### src/hw/rtl/assert_macros.svh
// Assertion helpers included by fair_share_debt_update.
`ifndef ASSERT_MACROS_SVH
`define ASSERT_MACROS_SVH

// Same-cycle implication, disabled while reset is asserted.
`define FSDU_ASSERT_IMP(lbl, ck, rn, a, c) \
  lbl: assert property (@(posedge ck) disable iff (!rn) (a) |-> (c)) \
    else $error("same-cycle implication check failed");

// Next-cycle implication, disabled while reset is asserted.
`define FSDU_ASSERT_NXT(lbl, ck, rn, a, c) \
  lbl: assert property (@(posedge ck) disable iff (!rn) (a) |=> (c)) \
    else $error("next-cycle implication check failed");

`endif

### src/hw/rtl/fsdu_pkg.sv
`default_nettype none
// ----------------------------------------------------------------------------
// fsdu_pkg
// Widths, limits and shared types of the fair-share debt update block.
// ----------------------------------------------------------------------------
package fsdu_pkg;

  localparam int SLOT_W   = 4;
  localparam int WALL_W   = 32;
  localparam int WEIGHT_W = 16;
  localparam int TP_W     = 22;
  localparam int SHORT_W  = 26;
  localparam int LONG_W   = 48;
  localparam int A_W      = 38;   // sum of up to 64 used times
  localparam int PROD_W   = 54;   // used-time sum times weight
  localparam int DVSR_W   = 22;
  localparam int RW_W     = 22;   // sum of runnable weights
  localparam int NRUN_W   = 7;
  localparam int LSUM_W   = 56;
  localparam int TMP_W    = 40;   // short debt before the mean is removed
  localparam int TOT_W    = 47;
  localparam int DIFF_W   = 48;
  localparam int CNT_W    = 6;

  localparam logic signed [LSUM_W-1:0] LONG_HI =
      (LSUM_W'(1) <<< (LONG_W - 1)) - LSUM_W'(1);
  localparam logic signed [LSUM_W-1:0] LONG_LO = -(LSUM_W'(1) <<< (LONG_W - 1));
  localparam logic signed [DIFF_W-1:0] SHORT_HI = DIFF_W'(86400 * 256);
  localparam logic signed [DIFF_W-1:0] SHORT_LO = -DIFF_W'(86400 * 256);

  typedef enum logic {
    FUNC_LOAD  = 1'b0,
    FUNC_CLEAR = 1'b1
  } func_t;

  typedef struct packed {
    logic                runnable;
    logic [WEIGHT_W-1:0] weight;
    logic [WALL_W-1:0]   used;
  } ent_t;

  typedef struct packed {
    logic              go;
    logic [PROD_W-1:0] dividend;
    logic [DVSR_W-1:0] divisor;
  } div_req_t;

  typedef struct packed {
    logic              busy;
    logic              done;
    logic [PROD_W-1:0] quotient;
  } div_rsp_t;

endpackage
`default_nettype wire

### src/hw/rtl/fsdu_div.sv
`default_nettype none
// ----------------------------------------------------------------------------
// fsdu_div
// Shared restoring divider, one quotient bit per cycle, unsigned operands.
// ----------------------------------------------------------------------------
module fsdu_div
  import fsdu_pkg::*;
(
  input  wire logic     clk,
  input  wire logic     rst_n,
  input  wire div_req_t req,
  output div_rsp_t      rsp
);

  logic              busy_r;
  logic              done_r;
  logic [CNT_W-1:0]  cnt_r;
  logic [PROD_W-1:0] quo_r;
  logic [DVSR_W-1:0] rem_r;
  logic [DVSR_W-1:0] dvs_r;

  logic [DVSR_W:0]   shifted;
  logic [DVSR_W:0]   diff;
  logic              ge;

  assign shifted = {rem_r, quo_r[PROD_W-1]};
  assign diff    = shifted - {1'b0, dvs_r};
  assign ge      = (shifted >= {1'b0, dvs_r});

  always_ff @(posedge clk) begin
    if (!rst_n) begin
      busy_r <= 1'b0;
      done_r <= 1'b0;
    end else begin
      done_r <= 1'b0;
      if (req.go) begin
        busy_r <= 1'b1;
        cnt_r  <= CNT_W'(PROD_W - 1);
        quo_r  <= req.dividend;
        rem_r  <= '0;
        dvs_r  <= req.divisor;
      end else if (busy_r) begin
        rem_r <= ge ? diff[DVSR_W-1:0] : shifted[DVSR_W-1:0];
        quo_r <= {quo_r[PROD_W-2:0], ge};
        cnt_r <= cnt_r - CNT_W'(1);
        if (cnt_r == '0) begin
          busy_r <= 1'b0;
          done_r <= 1'b1;
        end
      end
    end
  end

  assign rsp.busy     = busy_r;
  assign rsp.done     = done_r;
  assign rsp.quotient = quo_r;

endmodule
`default_nettype wire
### config.mk
export PLATFORM = sky130hd
export DESIGN_NAME = fsdu_div
export DESIGN_NICKNAME = d
export VERILOG_FILES = /design/src/hw/rtl/assert_macros.svh /design/src/hw/rtl/fsdu_pkg.sv /design/src/hw/rtl/fsdu_div.sv
export SDC_FILE = /design/constraint.sdc
export NUM_CORES = 1
export LEC_CHECK = 0
export ABC_CLOCK_PERIOD_IN_PS = 3400
export BUFFER_PORTS_ARGS = -buffer_cell sky130_fd_sc_hd__buf_2
export CORE_MARGIN = 3
export CORE_UTILIZATION = 30
export DETAILED_ROUTE_END_ITERATION = 12
export PLACE_DENSITY_LB_ADDON = 0.05
export SLEW_MARGIN = 10
export SYNTH_ARGS = -nofsm -noshare
export SYNTH_HDL_FRONTEND = slang
export SYNTH_SLANG_ARGS = --single-unit
### constraint.sdc
create_clock -name clk -period 3.4 [get_ports clk]
set_input_delay 0.17 -clock clk [delete_from_list [all_inputs] [get_ports clk]]
set_output_delay 0.17 -clock clk [all_outputs]
set_load 0.05 [all_outputs]
=== Word level (Yosys, flattened, before mapping) ===
Cells that the tools add are included.
W data, S select, Z words.

* Add/subtract/negate cells: 2
* Order comparisons: 1
* Muxes and demuxes: 9
* Bitwise logic cells: 2
* Reduce and logical (&&, ||, !) cells: 5

{| class="wikitable"
|+ Operators with widths
! operator !! count
|-
| $mux W54 || 2
|-
| $mux W22 || 2
|-
| $ge A23 B22 Y1 || 1
|-
| $sub A22 B22 Y22 || 1
|-
| $logic_not A6 Y1 || 1
|-
| $mux W6 || 1
|-
| $sub A6 B1 Y6 const B || 1
|-
| $mux W1 || 4
|-
| $reduce_and A2 Y1 || 2
|-
| $reduce_or A3 Y1 || 1
|-
| $not A1 Y1 || 2
|-
| $reduce_bool A2 Y1 || 1
|}

* Register bits after elaboration: 106
* Input bits: 79
* Output and inout port bits: 56
* Logic and storage cells: 25

=== Depth between registers and ports, before layout ===
Gate-level depths: netlist of the first run.

* Depth after elaboration: 4
* Depth in mapped cells: 12
* Mapped depth without buffers: 12

=== Worst setup path after synthesis of the first run ===
No wires, ideal clock.

* Path type: register to register
* Start point: register quo_r[53]
* End point: register rem_r[14] (data pin)
* Library setup time: 170 ps
* Arrival: 2776 ps
* Setup slack: 454 ps
* Stages on the path, launching flop included: 13
* Buffers on the path: 0
* Clock period less this slack: 2946 ps
* Path through: edfxtp_1 inv_1 ha_1 inv_1 fa_1 a21o_1 a21oi_2 o21ai_2 a21oi_4 a21oi_2 o21a_1 or3b_1 a311oi_2

* Word-level cells in the longest chain between the ends: 3
* Elaborated cells on any way between the ends: 4
* Classes of those cells: 1 x add/sub; 1 x order compare; 2 x mux

{| class="wikitable"
|+ RTL lines
! element !! line !! source
|-
| start, declared || fsdu_div.sv:18 || <nowiki>logic [PROD_W-1:0] quo_r;</nowiki>
|-
| start signal, assigned || fsdu_div.sv:39 || <nowiki>quo_r <= req.dividend;</nowiki>
|-
| start signal, assigned || fsdu_div.sv:44 || <nowiki>quo_r <= {quo_r[PROD_W-2:0], ge};</nowiki>
|-
| $sub A22 B22 Y22 or $ge A23 B22 Y1 (tied branches) || fsdu_div.sv:27, fsdu_div.sv:28 ||
|-
| $mux W22 * || fsdu_div.sv:43 || <nowiki>rem_r <= ge ? diff[DVSR_W-1:0] : shifted[DVSR_W-1:0];</nowiki>
|-
| $mux W22 * || fsdu_div.sv:42 || <nowiki>end else if (busy_r) begin</nowiki>
|-
| end signal, assigned || fsdu_div.sv:43 ||
|-
| end, declared || fsdu_div.sv:19 || <nowiki>logic [DVSR_W-1:0] rem_r;</nowiki>
|}

Every way passes the cells marked *; elsewhere a longest branch is shown, timed or not. The select of a mux whose other input is x is not followed.
A chain may end at the register's enable or synchronous reset.

=== Worst setup path in the final report of the first run ===
Ends and elaborated chain as after synthesis.

==> out/summary.json, run 1 <==
{
  "post-route-drc-count": 0,
  "fin_worst_skew_ns": 0.01102,
  "cts_htree_levels": 3,
  "wire_length_of_the_first_global_routing_pass_um": 21000,
  "floorplan.die.height_um": 142.6,
  "critPathArrivalTime_ns": 3.12,
  "root_buffer": "clkbuf_16",
  "floorplan.die_area_um2": 20340,
  "worstHoldPathType": "in2reg",
  "final_max_slew_viol_count": 0,
  "ir_worst_vdd_v": 0.0002202,
  "grt_pass1_vias": 4103,
  "ff_latch_count_synth": 106,
  "timing.max_cap.violations": 0,
  "postRouteWirelength_um": 13130,
  "critPathLaunchType": "register",
  "total_leakage_power_nw": 2.877,
  "worstSetupPathType": "reg2reg",
  "clkSlewWorstSetupHoldPaths_ns": 0.08,
  "syn_to_final_growth_pct": 25.92,
  "worstSetupEndpointType": "register",
  "asyncSetResetFlopFracSynth": 0,
  "final_setup_vio_count": 0,
  "post_synth_inst_count": 441,
  "syn_area_per_cell_um2": 12.70,
  "mapped_nets": 545,
  "fmax_ghz": 0.3407,
  "routability_driven_placement_congestion_ratio": 0.8027,
  "timing.final.ws_setup_ns": 0.4649,
  "layout.cells.non_filler": 831,
  "row_count": 49,
  "post_route_cells_drive_above_1_share": 0.3804,
  "ys_warn_count": 0,
  "diodes": 0,
  "detail_route.wl_per_cell_um": 15.80,
  "ys_top_cells_by_area": "edfxtp_1 (56%), mux2_2 (11%), ha_1 (5.4%), nor2_1 (2.4%), inv_1 (2.1%)",
  "overflow": 0,
  "synth.cell_area_um2": 5599,
  "vias": 3898,
  "synth-edff-count": 104,
  "cts_sinks": 106,
  "crit_path_max_fanout": 4,
  "portBuffers": 134,
  "route.detailed.vias_per_inst": 4.691,
  "groute.usage.overall": 0.1305,
  "tritoncts.num_buffers": 9,
  "timing.final.hold_violations": 0,
  "drt-pass1-iter-count": 4,
  "floorplan.core_area_um2": 18150,
  "buffer_levels_on_the_longest_clock_path": 2,
  "pwr_total_mw": 3.609,
  "worst_skew_pair.late_latency_ns": 0.36,
  "antenna_violating_nets_post_route": 0,
  "slew_headroom": 0.3811,
  "register_area_share_after_synthesis": 0.5649,
  "pwr-share-seq": 0.448,
  "crit_required_ns": 3.58,
  "timing_worst_slew_pin_value_ns": 0.9261,
  "p_sw_frac": 0.3211,
  "boundaryPins": 135,
  "grt_setup_unrepaired": "no",
  "start_util": 0.3085,
  "yosys.cell_types.count": 52,
  "clock_tree_from_tritoncts": "yes",
  "initialDrtViolationCount": 192,
  "grt_start_max_net_pins": 50,
  "detailed_place_hpwl_um": 9282,
  "placement.setup.worst_slack_ns": 0.4395,
  "final.period_utilization": 0.8633,
  "synth_top_flop_cell": "edfxtp_1",
  "power.density_nw_per_um2": 511.9,
  "worst_hold_check_slack_ns": 0.06640,
  "area_fraction_of_the_dominant_cell_type_after_synthesis": 0.5578,
  "power.internal_mw": 2.450,
  "die_w_um": 142.6,
  "final_net_count": 702,
  "number_of_cells_after_detailed_placement": 794,
  "outcome": "finished clean",
  "final.min_clock_period_ns": 2.935,
  "post-cts-setup-buffer-count": 0,
  "power.combinational.fraction": 0.263,
  "final.setup.tns_ns": 0,
  "pwr-share-clk": 0.289,
  "antenna_found_initial": 3,
  "power.net_switching_mw": 1.159,
  "yosys.area.top_type": "edfxtp_1"
}
cell usage after synthesis (3+ instances only):
cell type	count
clkbuf_1	10
o21ai_0	16
o21bai_1	3
nand2_1	28
nor3_1	7
inv_1	31
edfxtp_1	104
ha_1	24
a21oi_1	23
and3_1	4
o21a_1	8
a21oi_2	3
nand4_1	4
nand3_1	4
mux2i_1	6
buf_4	4
xor2_1	7
a21o_1	7
mux2_2	54
nor2_1	36
a211oi_2	6
xnor2_1	12
a211oi_1	3
power groups by stage:
stage | clock network (mW) | registers [mW] | logic [mW]
floorplan | 0 | 1.78 | 0.569
global placement | 0 | 1.64 | 0.936
detailed placement | 0 | 1.64 | 0.936
CTS | 1.10 | 1.62 | 0.960
global route | 1.14 | 1.63 | 1.04
finish | 1.04 | 1.62 | 0.949
cells by family after synthesis:
logic type / synth area share
muxes: 0.1193
and+or+nand+nor: 0.08157
DFF: 0.5649
adders and majority gates: 0.05721
xor gates and xnor gates: 0.02972
AOI/OAI and AO/OA: 0.1126
buffers and inverters: 0.03464
placed cells by master, fill, tap and decap left out, types with 2 or more instances in the layout:
| cell type | instances |
|---|---|
| a211o_1 | 2 |
| a211oi_1 | 3 |
| a211oi_2 | 6 |
| a21o_1 | 7 |
| a21oi_1 | 23 |
| a21oi_2 | 3 |
| and3_1 | 4 |
| buf_2 | 133 |
| buf_4 | 6 |
| clkbuf_16 | 9 |
| dfxtp_1 | 2 |
| dlygate4sd3_1 | 22 |
| edfxtp_1 | 104 |
| ha_1 | 24 |
| inv_1 | 31 |
| inv_8 | 3 |
| mux2_2 | 54 |
| mux2i_1 | 6 |
| nand2_1 | 28 |
| nand3_1 | 4 |
| nand4_1 | 4 |
| nor2_1 | 36 |
| nor2b_1 | 2 |
| nor3_1 | 7 |
| o211ai_1 | 2 |
| o21a_1 | 7 |
| o21ai_0 | 16 |
| o21ai_1 | 2 |
| o21ai_2 | 2 |
| o21bai_1 | 3 |
| o221ai_1 | 2 |
| xnor2_1 | 12 |
| xor2_1 | 7 |
worst paths after layout:
check | slack, ns | startpoint | depth (start not counted) | to
worst max register to register | 0.46 | quo_r[53]$_DFFE_PP_ | 12 | rem_r[14]$_SDFFCE_PP0P_
worst min-delay path | 0.07 | rst_n | 3 | done_r$_SDFF_PP0_
worst max-delay path | 0.46 | quo_r[53]$_DFFE_PP_ | 12 | rem_r[14]$_SDFFCE_PP0P_
worst min register to register | 0.46 | busy_r$_SDFF_PN0_ | 2 | done_r$_SDFF_PP0_
state kept, by name, summed over array words and instances (netlist names):
register	count
quo_r	54
busy_r	1
rem_r	22
dvs_r	22
cnt_r	6
done_r	1
per-layer routing:
metal  wire [um]  up-vias  track usage
met3        1127       17      0.06263
met1        5899     1824       0.1600
met4         127        6      0.02851
met2        5944      103       0.2099
li1            -     1948            -
met5          28        -            0
stage by stage:
step	util	cell area, um^2
5_1_grt	0.3885	7051
4_1_cts	0.3885	7051
3_3_place_gp	0.3607	6546
3_5_place_dp	0.3607	6546
6_report	0.3885	7051
2_1_floorplan	-	5599
worst max-delay path: stages, from the launching register on:
cell and delay, ns:
edfxtp_1 0.43, inv_1 0.08, ha_1 0.17, inv_1 0.06, fa_1 0.40, a21o_1 0.21, a21oi_2 0.23, o21ai_2 0.10
a21oi_4 0.19, a21oi_2 0.08, o21a_1 0.20, or3b_1 0.36, a311oi_2 0.26
area by class of cell:
cell class / instances / area (um^2)
fill: 1793 / 11100
sequential: 106 / 3163
multi-input combinational: 288 / 2250
timing repair buffer: 162 / 950.9
tap: 229 / 286.5
clock buffer: 9 / 225.2
inverter: 31 / 116.4
clock inverter: 6 / 58.81
what timing repair did:
action | in CTS | in global routing
hold endpoints to repair | 22 | 0
endpoints found under the setup margin | 0 | 0
hold buffers | 22 | 0
resized for setup | 0 | 0
No activity file was read; power rests on OpenSTA's default activity.
==> run 2: changes to the inputs <==
- CORE_UTILIZATION: 30 -> 45
==> out/summary.json, run 2 (synthesized netlist as in run 1, its figures left out) <==
{
  "power.density": {"value": 537.4, "unit": "nW/um^2", "change": "+5.0%"},
  "clock_tree_from_tritoncts": "yes",
  "final.period_utilization": {"value": 0.8699, "change": "+0.006649"},
  "min_delay_worst_endpoint": "done_r$_SDFF_PP0_",
  "floorplan.core_area": {"value": 12110, "unit": "um^2", "change": "-33%"},
  "p_sw_frac": {"value": 0.2945, "change": "-0.02659"},
  "grt_pass1_vias": {"value": 4226, "change": "+3.0%"},
  "pwr-share-seq": {"value": 0.428, "change": "-0.020"},
  "row_count": {"value": 40, "change": "-18%"},
  "largest_reg_flops": {"value": 54, "change": "unchanged"},
  "worstHoldPathCells": {"value": 3, "change": "unchanged"},
  "detail_route.wl_per_cell": {"value": 16.00, "unit": "um", "change": "+1.3%"},
  "root_buffer": "clkbuf_16",
  "die_w": {"value": 117.5, "unit": "um", "change": "-18%"},
  "final_max_slew_viol_count": {"value": 0, "change": "unchanged"},
  "fin_worst_skew": {"value": 0.008520, "unit": "ns", "change": "-0.002499 ns"},
  "antenna_found_initial": {"value": 0, "change": "-3"},
  "cts_htree_levels": {"value": 3, "change": "unchanged"},
  "power.combinational.fraction": {"value": 0.249, "change": "-0.014"},
  "post-route-drc-count": {"value": 0, "change": "unchanged"},
  "cts_sinks": {"value": 106, "change": "unchanged"},
  "floorplan.die.height": {"value": 117.5, "unit": "um", "change": "-18%"},
  "start_util": {"value": 0.4623, "change": "+0.1538"},
  "timing_worst_slew_pin_value": {"value": 0.8972, "unit": "ns", "change": "-0.02894 ns"},
  "pwr_total": {"value": 3.777, "unit": "mW", "change": "+4.6%"},
  "fin_util": {"value": 0.5803, "change": "+0.1918"},
  "worst_r2r_setup_slack": {"value": 0.44, "unit": "ns", "change": "-0.02 ns"},
  "worst_skew_pair.late_latency": {"value": 0.35, "unit": "ns", "change": "about the same"},
  "portBuffers": {"value": 134, "change": "unchanged"},
  "registers.top_by_ff_count": "quo_r",
  "worst_r2r_endpoint": "rem_r[1]$_SDFFCE_PP0P_",
  "power.internal": {"value": 2.664, "unit": "mW", "change": "+8.7%"},
  "critPathArrivalTime": {"value": 3.03, "unit": "ns", "change": "-0.09 ns"},
  "syn_to_final_growth_pct": 25.52,
  "timing.final.hold_violations": {"value": 0, "change": "unchanged"},
  "grt_setup_unrepaired": "no",
  "pwr-share-clk": {"value": 0.323, "change": "+0.034"},
  "largest_registers": "quo_r: 54 flops, dvs_r: 22 flops, rem_r: 22 flops",
  "critical_path.reg2reg.startpoint": "rem_r[5]$_SDFFCE_PP0P_",
  "layout.cells.non_filler": {"value": 770, "change": "-7.3%"},
  "post_route_cells_drive_above_1_share": {"value": 0.3787, "change": "-0.001661"},
  "fmax": {"value": 0.3381, "unit": "GHz", "change": "-0.76%"},
  "clkSlewWorstSetupHoldPaths": {"value": 0.07, "unit": "ns", "change": "about the same"},
  "grt_start_max_net_pins": {"value": 56, "change": "+12%"},
  "overflow": {"value": 0, "change": "unchanged"},
  "total_leakage_power": {"value": 2.902, "unit": "nW", "change": "+0.89%"},
  "groute.usage.overall": {"value": 0.1833, "change": "+0.05289"},
  "floorplan.die_area": {"value": 13820, "unit": "um^2", "change": "-32%"},
  "initialDrtViolationCount": {"value": 301, "change": "+57%"},
  "routability_driven_placement_congestion_ratio": {"value": 0.9190, "change": "+14%"},
  "detailed_place_hpwl": {"value": 8746, "unit": "um", "change": "-5.8%"},
  "layout_fillers": {"value": 1064, "change": "-41%"},
  "outcome": "finished clean",
  "tritoncts.num_buffers": {"value": 9, "change": "unchanged"},
  "worstSetupPathType": "reg2reg",
  "crit_path_max_fanout": {"value": 33, "change": "+29"},
  "slew_headroom": {"value": 0.4004, "change": "+0.01934"},
  "worstHoldPathType": "in2reg",
  "cts_resized": {"value": 0, "change": "unchanged"},
  "drt-pass1-iter-count": {"value": 4, "change": "unchanged"},
  "ir_worst_vdd": {"value": 0.0003790, "unit": "V", "change": "+72%"},
  "reg2reg_depth": {"value": 9, "change": "-3"},
  "min-delay-start": "rst_n",
  "critPathLaunchType": "register",
  "commonest_non_fill_non_tap_cell_in_the_layout": "buf_2",
  "final.setup.tns": {"value": 0, "unit": "ns", "change": "unchanged"},
  "number_of_cells_after_detailed_placement": {"value": 732, "change": "-7.8%"},
  "diodes": {"value": 0, "change": "unchanged"},
  "buffer_levels_on_the_longest_clock_path": {"value": 2, "change": "unchanged"},
  "wire_length_of_the_first_global_routing_pass": {"value": 20630, "unit": "um", "change": "-1.7%"},
  "vias": {"value": 3957, "change": "+1.5%"},
  "final_setup_vio_count": {"value": 0, "change": "unchanged"},
  "postRouteWirelength": {"value": 12320, "unit": "um", "change": "-6.2%"},
  "route.detailed.vias_per_inst": {"value": 5.139, "change": "+9.6%"},
  "power.net_switching": {"value": 1.112, "unit": "mW", "change": "-4.0%"},
  "antenna_violating_nets_post_route": {"value": 0, "change": "unchanged"},
  "final.min_clock_period": {"value": 2.958, "unit": "ns", "change": "+0.02261 ns"},
  "worstSetupEndpointType": "register",
  "timing.max_cap.violations": {"value": 0, "change": "unchanged"},
  "crit_required": {"value": 3.48, "unit": "ns", "change": "-0.10 ns"},
  "worst_hold_check_slack": {"value": 0.08313, "unit": "ns", "change": "+0.01672 ns"},
  "mostFrequentLayoutCells": "buf_2 (134), edfxtp_1 (104), mux2_2 (54)",
  "final_net_count": {"value": 701, "change": "-0.14%"},
  "boundaryPins": {"value": 135, "change": "unchanged"}
}
-- run 2: changes by cell type in the layout (fill, tap and decap cells not counted), sizes merged --
cell / delta
clkbuf: +1
bufinv: +3
buf: -1
inv: -1
clkinv: -1
clkinvlp: -1
-- run 2: layout make-up --
class	count	area, um^2	area share
well taps	168	210.2	0.02991
inverters	31	116.4	0.01656
clock buffers	10	229.0	0.03258
flip-flops and latches	106	3163	0.4501
multi-input cells	288	2250	0.3201
clock inverters	6	118.9	0.01691
repair buffers	161	940.9	0.1339
-- run 2: what timing repair did --
action | in CTS | in global routing
endpoints found under the hold margin | 22 | 0
hold buffers | 22 | 0
setup buffers | 0 | 0
-- run 2: worst max-delay path by stage --
stage,from,to,slack [ns]
after floorplan,quo_r[53]$_DFFE_PP_,rem_r[14]$_SDFFCE_PP0P_,0.45
after global placement,rem_r[4]$_SDFFCE_PP0P_,rem_r[1]$_SDFFCE_PP0P_,0.51
after detailed placement,rem_r[5]$_SDFFCE_PP0P_,rem_r[1]$_SDFFCE_PP0P_,0.42
after CTS,rem_r[5]$_SDFFCE_PP0P_,rem_r[1]$_SDFFCE_PP0P_,0.41
after global routing,rem_r[5]$_SDFFCE_PP0P_,rem_r[6]$_SDFFCE_PP0P_,0.16
final,rem_r[5]$_SDFFCE_PP0P_,rem_r[1]$_SDFFCE_PP0P_,0.44
-- run 2: per-stage QoR --
step / setup WS [ns] / area [um^2]
detailed placement: 0.4203 / 6460
floorplan: 0.4543 / 5599
global placement: 0.5086 / 6460
finish: 0.4423 / 7028
CTS: 0.4131 / 7028
global route: 0.1638 / 7028
-- run 2: power groups by stage --
stage / registers (mW) / logic (mW) / clock network (mW)
2_1_floorplan: 1.78 / 0.569 / 0
3_3_place_gp: 1.64 / 0.911 / 0
3_5_place_dp: 1.64 / 0.923 / 0
4_1_cts: 1.62 / 0.947 / 1.26
5_1_grt: 1.63 / 1.03 / 1.31
6_report: 1.62 / 0.942 / 1.22
-- run 2: worst max-delay path: stages, from the launching register on --
cell and delay, ns:
edfxtp_1 0.39, ha_1 0.39, o211ai_1 0.13, a21oi_1 0.20, o21ai_2 0.10, a211oi_2 0.30
nor3_4 0.13, nor2_4 0.70, mux2i_1 0.28, nor2_1 0.05
-- run 2: routing by layer --
layer / vias up / GRT usage / part of all wire
met4: 0 / 0.04542 / 0.0070
met2: 124 / 0.3031 / 0.48
met5: - / 0 / 0
li1: 1940 / - / -
met3: 6 / 0.07352 / 0.081
met1: 1887 / 0.2259 / 0.43
